==> src/design/pcm_sample_mixer_unit_defines.svh <==
// Assertion macros for the PCM sample mixer.
// Each macro expects clk and rst_n in scope at the place of use.
`ifndef PCM_SAMPLE_MIXER_UNIT_DEFINES_SVH
`define PCM_SAMPLE_MIXER_UNIT_DEFINES_SVH

`ifndef SYNTH

// Same-cycle implication, checked out of reset.
`define PSMIX_ASSERT_NOW(label, ante, cons, msg) \
    label: assert property (@(posedge clk) disable iff (!rst_n) (ante) |-> (cons)) \
        else $error(msg);

// Next-cycle implication, checked out of reset.
`define PSMIX_ASSERT_NEXT(label, ante, cons, msg) \
    label: assert property (@(posedge clk) disable iff (!rst_n) (ante) |=> (cons)) \
        else $error(msg);

`else

`define PSMIX_ASSERT_NOW(label, ante, cons, msg)
`define PSMIX_ASSERT_NEXT(label, ante, cons, msg)

`endif

`endif

==> src/design/psmix_pkg.sv <==
`default_nettype none

package psmix_pkg;

    // Opcodes
    localparam logic [2:0] OP_WRITE    = 3'd0;
    localparam logic [2:0] OP_START    = 3'd1;
    localparam logic [2:0] OP_GAINS    = 3'd2;
    localparam logic [2:0] OP_STOP     = 3'd3;
    localparam logic [2:0] OP_TICK     = 3'd4;
    localparam logic [2:0] OP_STOP_ALL = 3'd5;

    localparam int          MIX_RATE_HZ = 44100;
    localparam int          VOL_MAX     = 127;
    localparam logic [7:0]  SEP_MAX     = 8'd254;
    localparam logic [8:0]  SILENCE     = 9'd128;
    localparam int          STEP_W      = 17;
    localparam int          GAIN_NUM_W  = 15;
    localparam int          GAIN_W      = 8;
    localparam int          CH_FIELD_W  = 4;

    // step = rate * 65536 / 44100 = rate * 16384 / 11025, taken as
    // (rate * STEP_RECIP) >> STEP_SHIFT; exact for every 16-bit rate.
    localparam int          STEP_RATE_W  = 16;
    localparam int          STEP_RECIP_W = 31;
    localparam int          STEP_RECIP   = 1595663134;
    localparam int          STEP_SHIFT   = 30;

    // gain = num / 127 for any num below 2**15, taken as
    // (num * GAIN_RECIP) >> GAIN_SHIFT.
    localparam int          GAIN_RECIP_W = 16;
    localparam int          GAIN_RECIP   = 33027;
    localparam int          GAIN_SHIFT   = 22;

    typedef struct packed {
        logic [2:0]            opcode;
        logic [CH_FIELD_W-1:0] channel;
        logic [15:0]           address;
        logic [7:0]            sample_byte;
        logic [15:0]           length;
        logic [15:0]           rate;
        logic [6:0]            volume;
        logic [7:0]            separation;
    } item_t;

    typedef struct packed {
        logic signed [15:0] left_sample;
        logic signed [15:0] right_sample;
        logic               any_active;
        logic [15:0]        active_mask;
    } result_t;

    // Controller to datapath
    typedef struct packed {
        logic                  item_load;
        logic                  mem_write;
        logic                  stop;
        logic                  stop_all;
        logic                  div_go;
        logic                  commit;
        logic                  mix_clear;
        logic                  visit;
        logic [CH_FIELD_W-1:0] visit_ch;
        logic                  out_load;
    } cmd_t;

    // Datapath to controller
    typedef struct packed {
        logic [2:0] opcode;
        logic       div_busy;
    } status_t;

endpackage

`default_nettype wire

==> src/design/psmix_ctrl.sv <==
`default_nettype none

module psmix_ctrl #(
    parameter int NUM_CHANNELS = 16
) (
    input  wire logic              clk,
    input  wire logic              rst_n,
    input  wire logic              item_valid,
    output logic                   item_stall,
    output logic                   result_valid,
    input  wire logic              result_stall,
    input  wire psmix_pkg::status_t status,
    output psmix_pkg::cmd_t        cmd
);

    localparam int CH_W = (NUM_CHANNELS > 1) ? $clog2(NUM_CHANNELS) : 1;
    localparam logic [CH_W-1:0] LAST_CH   = CH_W'(NUM_CHANNELS - 1);
    localparam logic [CH_W-1:0] LAST_DRAIN = CH_W'(1);

    typedef enum logic [2:0] {
        ST_IDLE,
        ST_DECODE,
        ST_DIV_WAIT,
        ST_MIX,
        ST_DRAIN,
        ST_OUT
    } state_t;

    state_t          state_reg, state_next;
    logic [CH_W-1:0] cnt_reg, cnt_next;
    logic            result_valid_reg, result_valid_next;

    always_comb
    begin
        cmd               = '0;
        state_next        = state_reg;
        cnt_next          = cnt_reg;
        result_valid_next = result_valid_reg && result_stall;
        case (state_reg)
            ST_IDLE:
            begin
                if (item_valid)
                begin
                    cmd.item_load = 1'b1;
                    state_next    = ST_DECODE;
                end
            end
            ST_DECODE:
            begin
                case (status.opcode)
                    psmix_pkg::OP_WRITE:
                    begin
                        cmd.mem_write = 1'b1;
                        state_next    = ST_IDLE;
                    end
                    psmix_pkg::OP_START, psmix_pkg::OP_GAINS:
                    begin
                        cmd.div_go = 1'b1;
                        state_next = ST_DIV_WAIT;
                    end
                    psmix_pkg::OP_STOP:
                    begin
                        cmd.stop   = 1'b1;
                        state_next = ST_IDLE;
                    end
                    psmix_pkg::OP_STOP_ALL:
                    begin
                        cmd.stop_all = 1'b1;
                        state_next   = ST_IDLE;
                    end
                    psmix_pkg::OP_TICK:
                    begin
                        cmd.mix_clear = 1'b1;
                        cnt_next      = '0;
                        state_next    = ST_MIX;
                    end
                    default:
                    begin
                        state_next = ST_IDLE;
                    end
                endcase
            end
            ST_DIV_WAIT:
            begin
                if (!status.div_busy)
                begin
                    cmd.commit = 1'b1;
                    state_next = ST_IDLE;
                end
            end
            ST_MIX:
            begin
                // visit one channel per cycle in ascending order
                cmd.visit    = 1'b1;
                cmd.visit_ch = psmix_pkg::CH_FIELD_W'(cnt_reg);
                if (cnt_reg == LAST_CH)
                begin
                    cnt_next   = '0;
                    state_next = ST_DRAIN;
                end
                else
                begin
                    cnt_next = cnt_reg + CH_W'(1);
                end
            end
            ST_DRAIN:
            begin
                // let the product and accumulate stages empty
                if (cnt_reg == LAST_DRAIN)
                begin
                    state_next = ST_OUT;
                end
                else
                begin
                    cnt_next = cnt_reg + CH_W'(1);
                end
            end
            ST_OUT:
            begin
                if (!result_valid_reg || !result_stall)
                begin
                    cmd.out_load      = 1'b1;
                    result_valid_next = 1'b1;
                    state_next        = ST_IDLE;
                end
            end
            default:
            begin
                state_next = ST_IDLE;
            end
        endcase
    end

    always_ff @(posedge clk or negedge rst_n)
    begin
        if (!rst_n)
        begin
            state_reg        <= ST_IDLE;
            cnt_reg          <= '0;
            result_valid_reg <= 1'b0;
        end
        else
        begin
            state_reg        <= state_next;
            cnt_reg          <= cnt_next;
            result_valid_reg <= result_valid_next;
        end
    end

    assign item_stall   = state_reg != ST_IDLE;
    assign result_valid = result_valid_reg;

endmodule

`default_nettype wire

==> config.mk <==
export PLATFORM = sky130hd
export DESIGN_NAME = psmix_ctrl
export DESIGN_NICKNAME = d
export VERILOG_FILES = /design/src/design/pcm_sample_mixer_unit_defines.svh /design/src/design/psmix_pkg.sv /design/src/design/psmix_ctrl.sv
export SDC_FILE = /design/constraint.sdc
export NUM_CORES = 1
export LEC_CHECK = 0
export BUFFER_PORTS_ARGS = -buffer_cell sky130_fd_sc_hd__buf_4
export CAP_MARGIN = 20
export CORE_UTILIZATION = 47
export DETAILED_ROUTE_END_ITERATION = 6
export GPL_TIMING_DRIVEN = 0
export PLACE_DENSITY_LB_ADDON = 0.2
export SYNTH_ARGS = -nofsm -noshare
export SYNTH_HDL_FRONTEND = slang
export SYNTH_SLANG_ARGS = --single-unit
export TNS_END_PERCENT = 20
==> constraint.sdc <==
create_clock -name clk -period 2 [get_ports clk]
set_input_delay 0.1 -clock clk [delete_from_list [all_inputs] [get_ports clk]]
set_output_delay 0.1 -clock clk [all_outputs]
set_load 0.02 [all_outputs]
# Word-level counts from Yosys, hierarchy flattened
# Index checks and enable logic that the tools add are counted.
# word_totals
ff_bits	8
out_inout_bits	15
word_cells	61
# op_classes
addsub	1
n_eq_ne	19
n_mux	27
reduce_logical	11
# ops
operator	n
one-hot mux 3 bit (6 select lines)	1
two-way mux 4 bit	4
two-way mux 3 bit	5
two-way mux 1 bit	14
equality test 3 x 2 -> 1 bit, second input constant	4
equality test 3 bit, second input constant	4
!= test 2 bit, second input constant	6
one-hot mux 4 bit (3 select lines)	1
equality test 3 x 1 -> 1 bit, second input constant	2
zero test 3 bit	2
nonzero test 3 bit	2
two-way mux 5 bit	1
AND reduction 5 bit	1
adder 4 x 1 -> 4 bit, second input constant	1
equality test 4 x 1 -> 1 bit, second input constant	1
equality test 4 bit, second input constant	1
one-hot mux 2 bit (2 select lines)	1
AND reduction 3 bit	1
zero test 1 bit	2
!= test 2 x 1 -> 1 bit, second input constant	1
OR reduction 2 bit	1
logical AND 1 bit	1
logical OR 1 bit	1

# Longest topological paths before layout
# logic_depth
ltp_word	4
mapped_depth	6
mapped_depth_nobuf	6

# Worst setup path after synthesis
# OpenSTA, ideal clock, no wires.
# synth_path
path_kind	register to register
startpoint	register cnt_reg[1]
endpoint	register cnt_reg[3]
setup_ps	124
t_arrival_ps	1448
path_slack_ps	428
path_stages_with_launch	7
cell_sequence	dfrtp_1 inv_1 ha_1 or3b_4 a22oi_4 nor2_2 a211o_1
# synth_via
elab_chain_cells	3
word_cells_on_any_way	8
# synth_rtl
item	line	text
start: declaration	psmix_ctrl.sv:30	logic [CH_W-1:0] cnt_reg, cnt_next;
start signal: assignment	psmix_ctrl.sv:145	cnt_reg <= cnt_next;
adder 4 x 1 -> 4 bit (tied with other cells)	psmix_ctrl.sv:103, psmix_ctrl.sv:115	
two-way mux 4 bit (tied with other cells)	psmix_ctrl.sv:109	if (cnt_reg == LAST_DRAIN)
one-hot mux 4 bit (3 select lines) or AND reduction 3 bit (tied branches)	-	
# Several ways; a longest one is shown, not always the timed one. The select of a mux whose other input is x is not followed.
# A chain may end at the register's enable or synchronous reset.

==> reports/results.tsv <==
stage	metric	value	unit
setup_path	Reg-to-Reg End	cnt_reg[3]	
clocking	clk_lat worst skew	240	ps
setup_path	CP max stage cell	dfrtp_1	
placed_design	routability congestion estimate from global placement	0.704	
pwr	Clk network pwr share	0.118	
pwr	Peak VDD IR	0.627	mV
floorplanning	Die W	38.7	um
timing	Rel. slew slack	0.786	
setup_path	CP bufs+invs	2	
global_route	first-pass GRT wire length	2.03	mm
clocking	CTS resizes	0	
route	detailed router's first-iteration violation count	13	
pwr	internal power	0.528	mW
synthesis	Mapped Cells	75	
placed_design	dpl hpwl	1.09	mm
route	met2 wire len	672	um
timing	Least-Margin Pin Slew	321	ps
placed_design	dpl cell area	816	um^2
clocking	CTS clock-pin slew for the worst setup and hold paths	50	ps
route	vias per cell	5.26	
floorplanning	Die Y	38.7	um
setup_path	Startpoint Class	flop	
setup_path	max incr delay on CP	350	ps
setup_path	Critical Path AT	1610	ps
final_layout	layout cells sized above 1	0.347	
timing	fin crit share	0.857	
min_path	Hold Crit Endpoint	result_valid	
synthesis	Post-synth EDFFs	0	
floorplanning	die area	0.00150	mm^2
timing	Fin Hold WS	104	ps
timing	endpoints failing setup	0	
final_layout	Layout area overhead	34.0	%
final_layout	area of the multi-input gates	392	um^2
final_layout	post-route cell area	848	um^2
status	status	finished, final reports clean	
global_route	total track usage	0.196	
synthesis	ys async rst share	1.00	
placed_design	placed insts	111	
floorplanning	initial core utilization	0.541	
route	TritonRoute pass-1 iters	4	
clocking	Post-CTS Hold Buffers	1	
route	top sig layer	met3	
synthesis	Post-synth top flop	dfrtp_1	
timing	RSZ-0062 raised after global routing	false	
synthesis	register area share after synthesis	0.316	
final_layout	Non-Filler Instances	115	
clocking	H-tree depth reported by CTS	1	
setup_path	r2r setup slk	300	ps
synthesis	most frequent cell after synthesis	dfrtp_1	
clocking	postcts setup bufs	0	
global_route	initial antenna violation count	0	
route	DRC viols	0	
synthesis	Yosys cell types	32	
setup_path	CP delay by family, top	simple AND/OR/NAND/NOR gates	
route	via count	605	
global_route	final global-route overflow total	0	
synthesis	Yosys top cell area share	0.316	
timing	Final Slew Violations	0	
route	Detail Route Antenna Nets	0	
setup_path	worst r2r src	cnt_reg[1]	
setup_path	endpoint type of the worst setup path	output port	
synthesis	synth warn	0	
final_layout	Seq. cell area	200	um^2
clocking	root buf cell	clkbuf_4	
route	WL met3	41	um
synthesis	synth top area cells	dfrtp_1 32%, and2_1 5.9%, a21oi_1 5.5%	
timing	Final Hold Fails	0	
final_layout	max FFs per register	4	
setup_path	critical path class	reg2out	
synthesis	post-synth top area cell	dfrtp_1	
clocking	CTS tree	done	
min_path	worst hold start	result_stall	
global_route	vias in the first global route	500	
pwr	switch share	0.436	
global_route	largest net degree at the start of global routing	11	
timing	skew final	0.757	ps
floorplanning	# rows	12	
synthesis	Yosys reg bits	8	
setup_path	Req. time, crit path	1900	ps
floorplanning	# IOs	23	
synthesis	Netlist Area Pre-Place	633	um^2
clocking	TritonCTS Buffers	3	
floorplanning	core area	0.00117	mm^2
final_layout	Layout fillers	97	
final_layout	number of diodes	0	
synthesis	net count after synthesis	85	
timing	Peak Freq	584	MHz
setup_path	crit path from	state_reg[1]	
placed_design	Port Buffers	22	
route	DR WL/cell	11.7	um
final_layout	final core occ	0.724	
route	DRT Wirelength	1.35	mm
clocking	clk sinks	8	
setup_path	Critical Path, Cell by Cell	buf_2 -> nor3b_1 -> nand2b_1 -> nor3_1 -> buf_4	
pwr	NetSw	0.408	mW
setup_path	Crit path depth	5	
route	WL met1	637	um
min_path	hold depth	3	
setup_path	crit path max fanout	9	
pwr	Reg power frac	0.290	
pwr	pwr/cell area	1100	mW/mm^2
pwr	Comb pwr share	0.592	
pwr	leakage power	0.427	nW
clocking	Max Buffers Root-to-Sink	2	
min_path	worst min path class	in2reg	
timing	post-layout min period	1710	ps
setup_path	FF-to-FF path depth	6	
final_layout	Nets	113	
synthesis	Post-Syn Area per Cell	8.44	um^2
timing	post-route setup TNS	0	ps
run	Maximum Capacitance Violations	0	
synthesis	top cells by count, synth	8 x dfrtp_1, 7 x a21oi_1, 6 x and2_1, 6 x nand2_1	
==> routing by layer <==
layer / track usage / up-vias
met5: 0 / -
met4: 0.0776 / 0
met3: 0.0173 / 0
met2: 0.338 / 21
met1: 0.249 / 264
li1: - / 320
==> layout by cell type, fill, tap and decap left out, drive strengths merged <==
cell and instances:
a211o 1, nand2 6, nor3 3, a32o 1, nor3b 3, inv 5
dlygate4sd3 1, and2 7, or3 2, nand3b 1, and3 1, nand3 5
buf 26, o2bb2ai 1, and4b 1, nor2 4, clkbuf 3, a22oi 1
o31ai 1, a21oi 7, nor2b 2, nor4 1, ha 2, o21ai 3
o32a 1, nand2b 1, and3b 1, xnor2 1, dfrtp 8, or3b 1
==> final cells by class <==
type                       count  share of cell area
buffer                         4              0.0265
multi-input combinational     58               0.462
tap                           14              0.0206
sequential                     8               0.236
inverter                       5              0.0221
clock buffer                   3              0.0265
timing repair buffer          23               0.206
==> power by group through the flow <==
stage	combinational [mW]	sequential (mW)	clock, mW
finish	0.554	0.272	0.110
detailed placement	0.553	0.272	0
CTS	0.557	0.270	0.115
global placement	0.541	0.269	0
global route	0.609	0.281	0.125
floorplan	0.400	0.258	0
==> tightest hold or removal path: stages <==
cell,delay [ps]
buf_4,90
nand2_1,60
nand2_1,60
==> worst max-delay path by stage <==
stage,end,slack [ps]
after floorplan,cnt_reg[3],430
after global placement,cnt_reg[3],360
after detailed placement,cnt_reg[3],320
after CTS,cmd[11],250
after global routing,cmd[11],160
final,cmd[11],290
==> cells by family after synthesis <==
group,count (synthesis),synth area share
buffers and inverters,9,0.0652
AO/OA/AOI/OAI,16,0.184
flip-flops,8,0.316
AND/OR/NAND/NOR,39,0.381
adder cells (fa/ha/maj),2,0.0395
XOR/XNOR,1,0.0138
==> stage by stage <==
step	power [mW]	setup WS, ps
after floorplan	0.658	428
after global placement	0.810	364
after detailed placement	0.826	316
after CTS	0.942	251
after global routing	1.02	162
final	0.936	287
No activity file was read; power rests on OpenSTA's default activity.
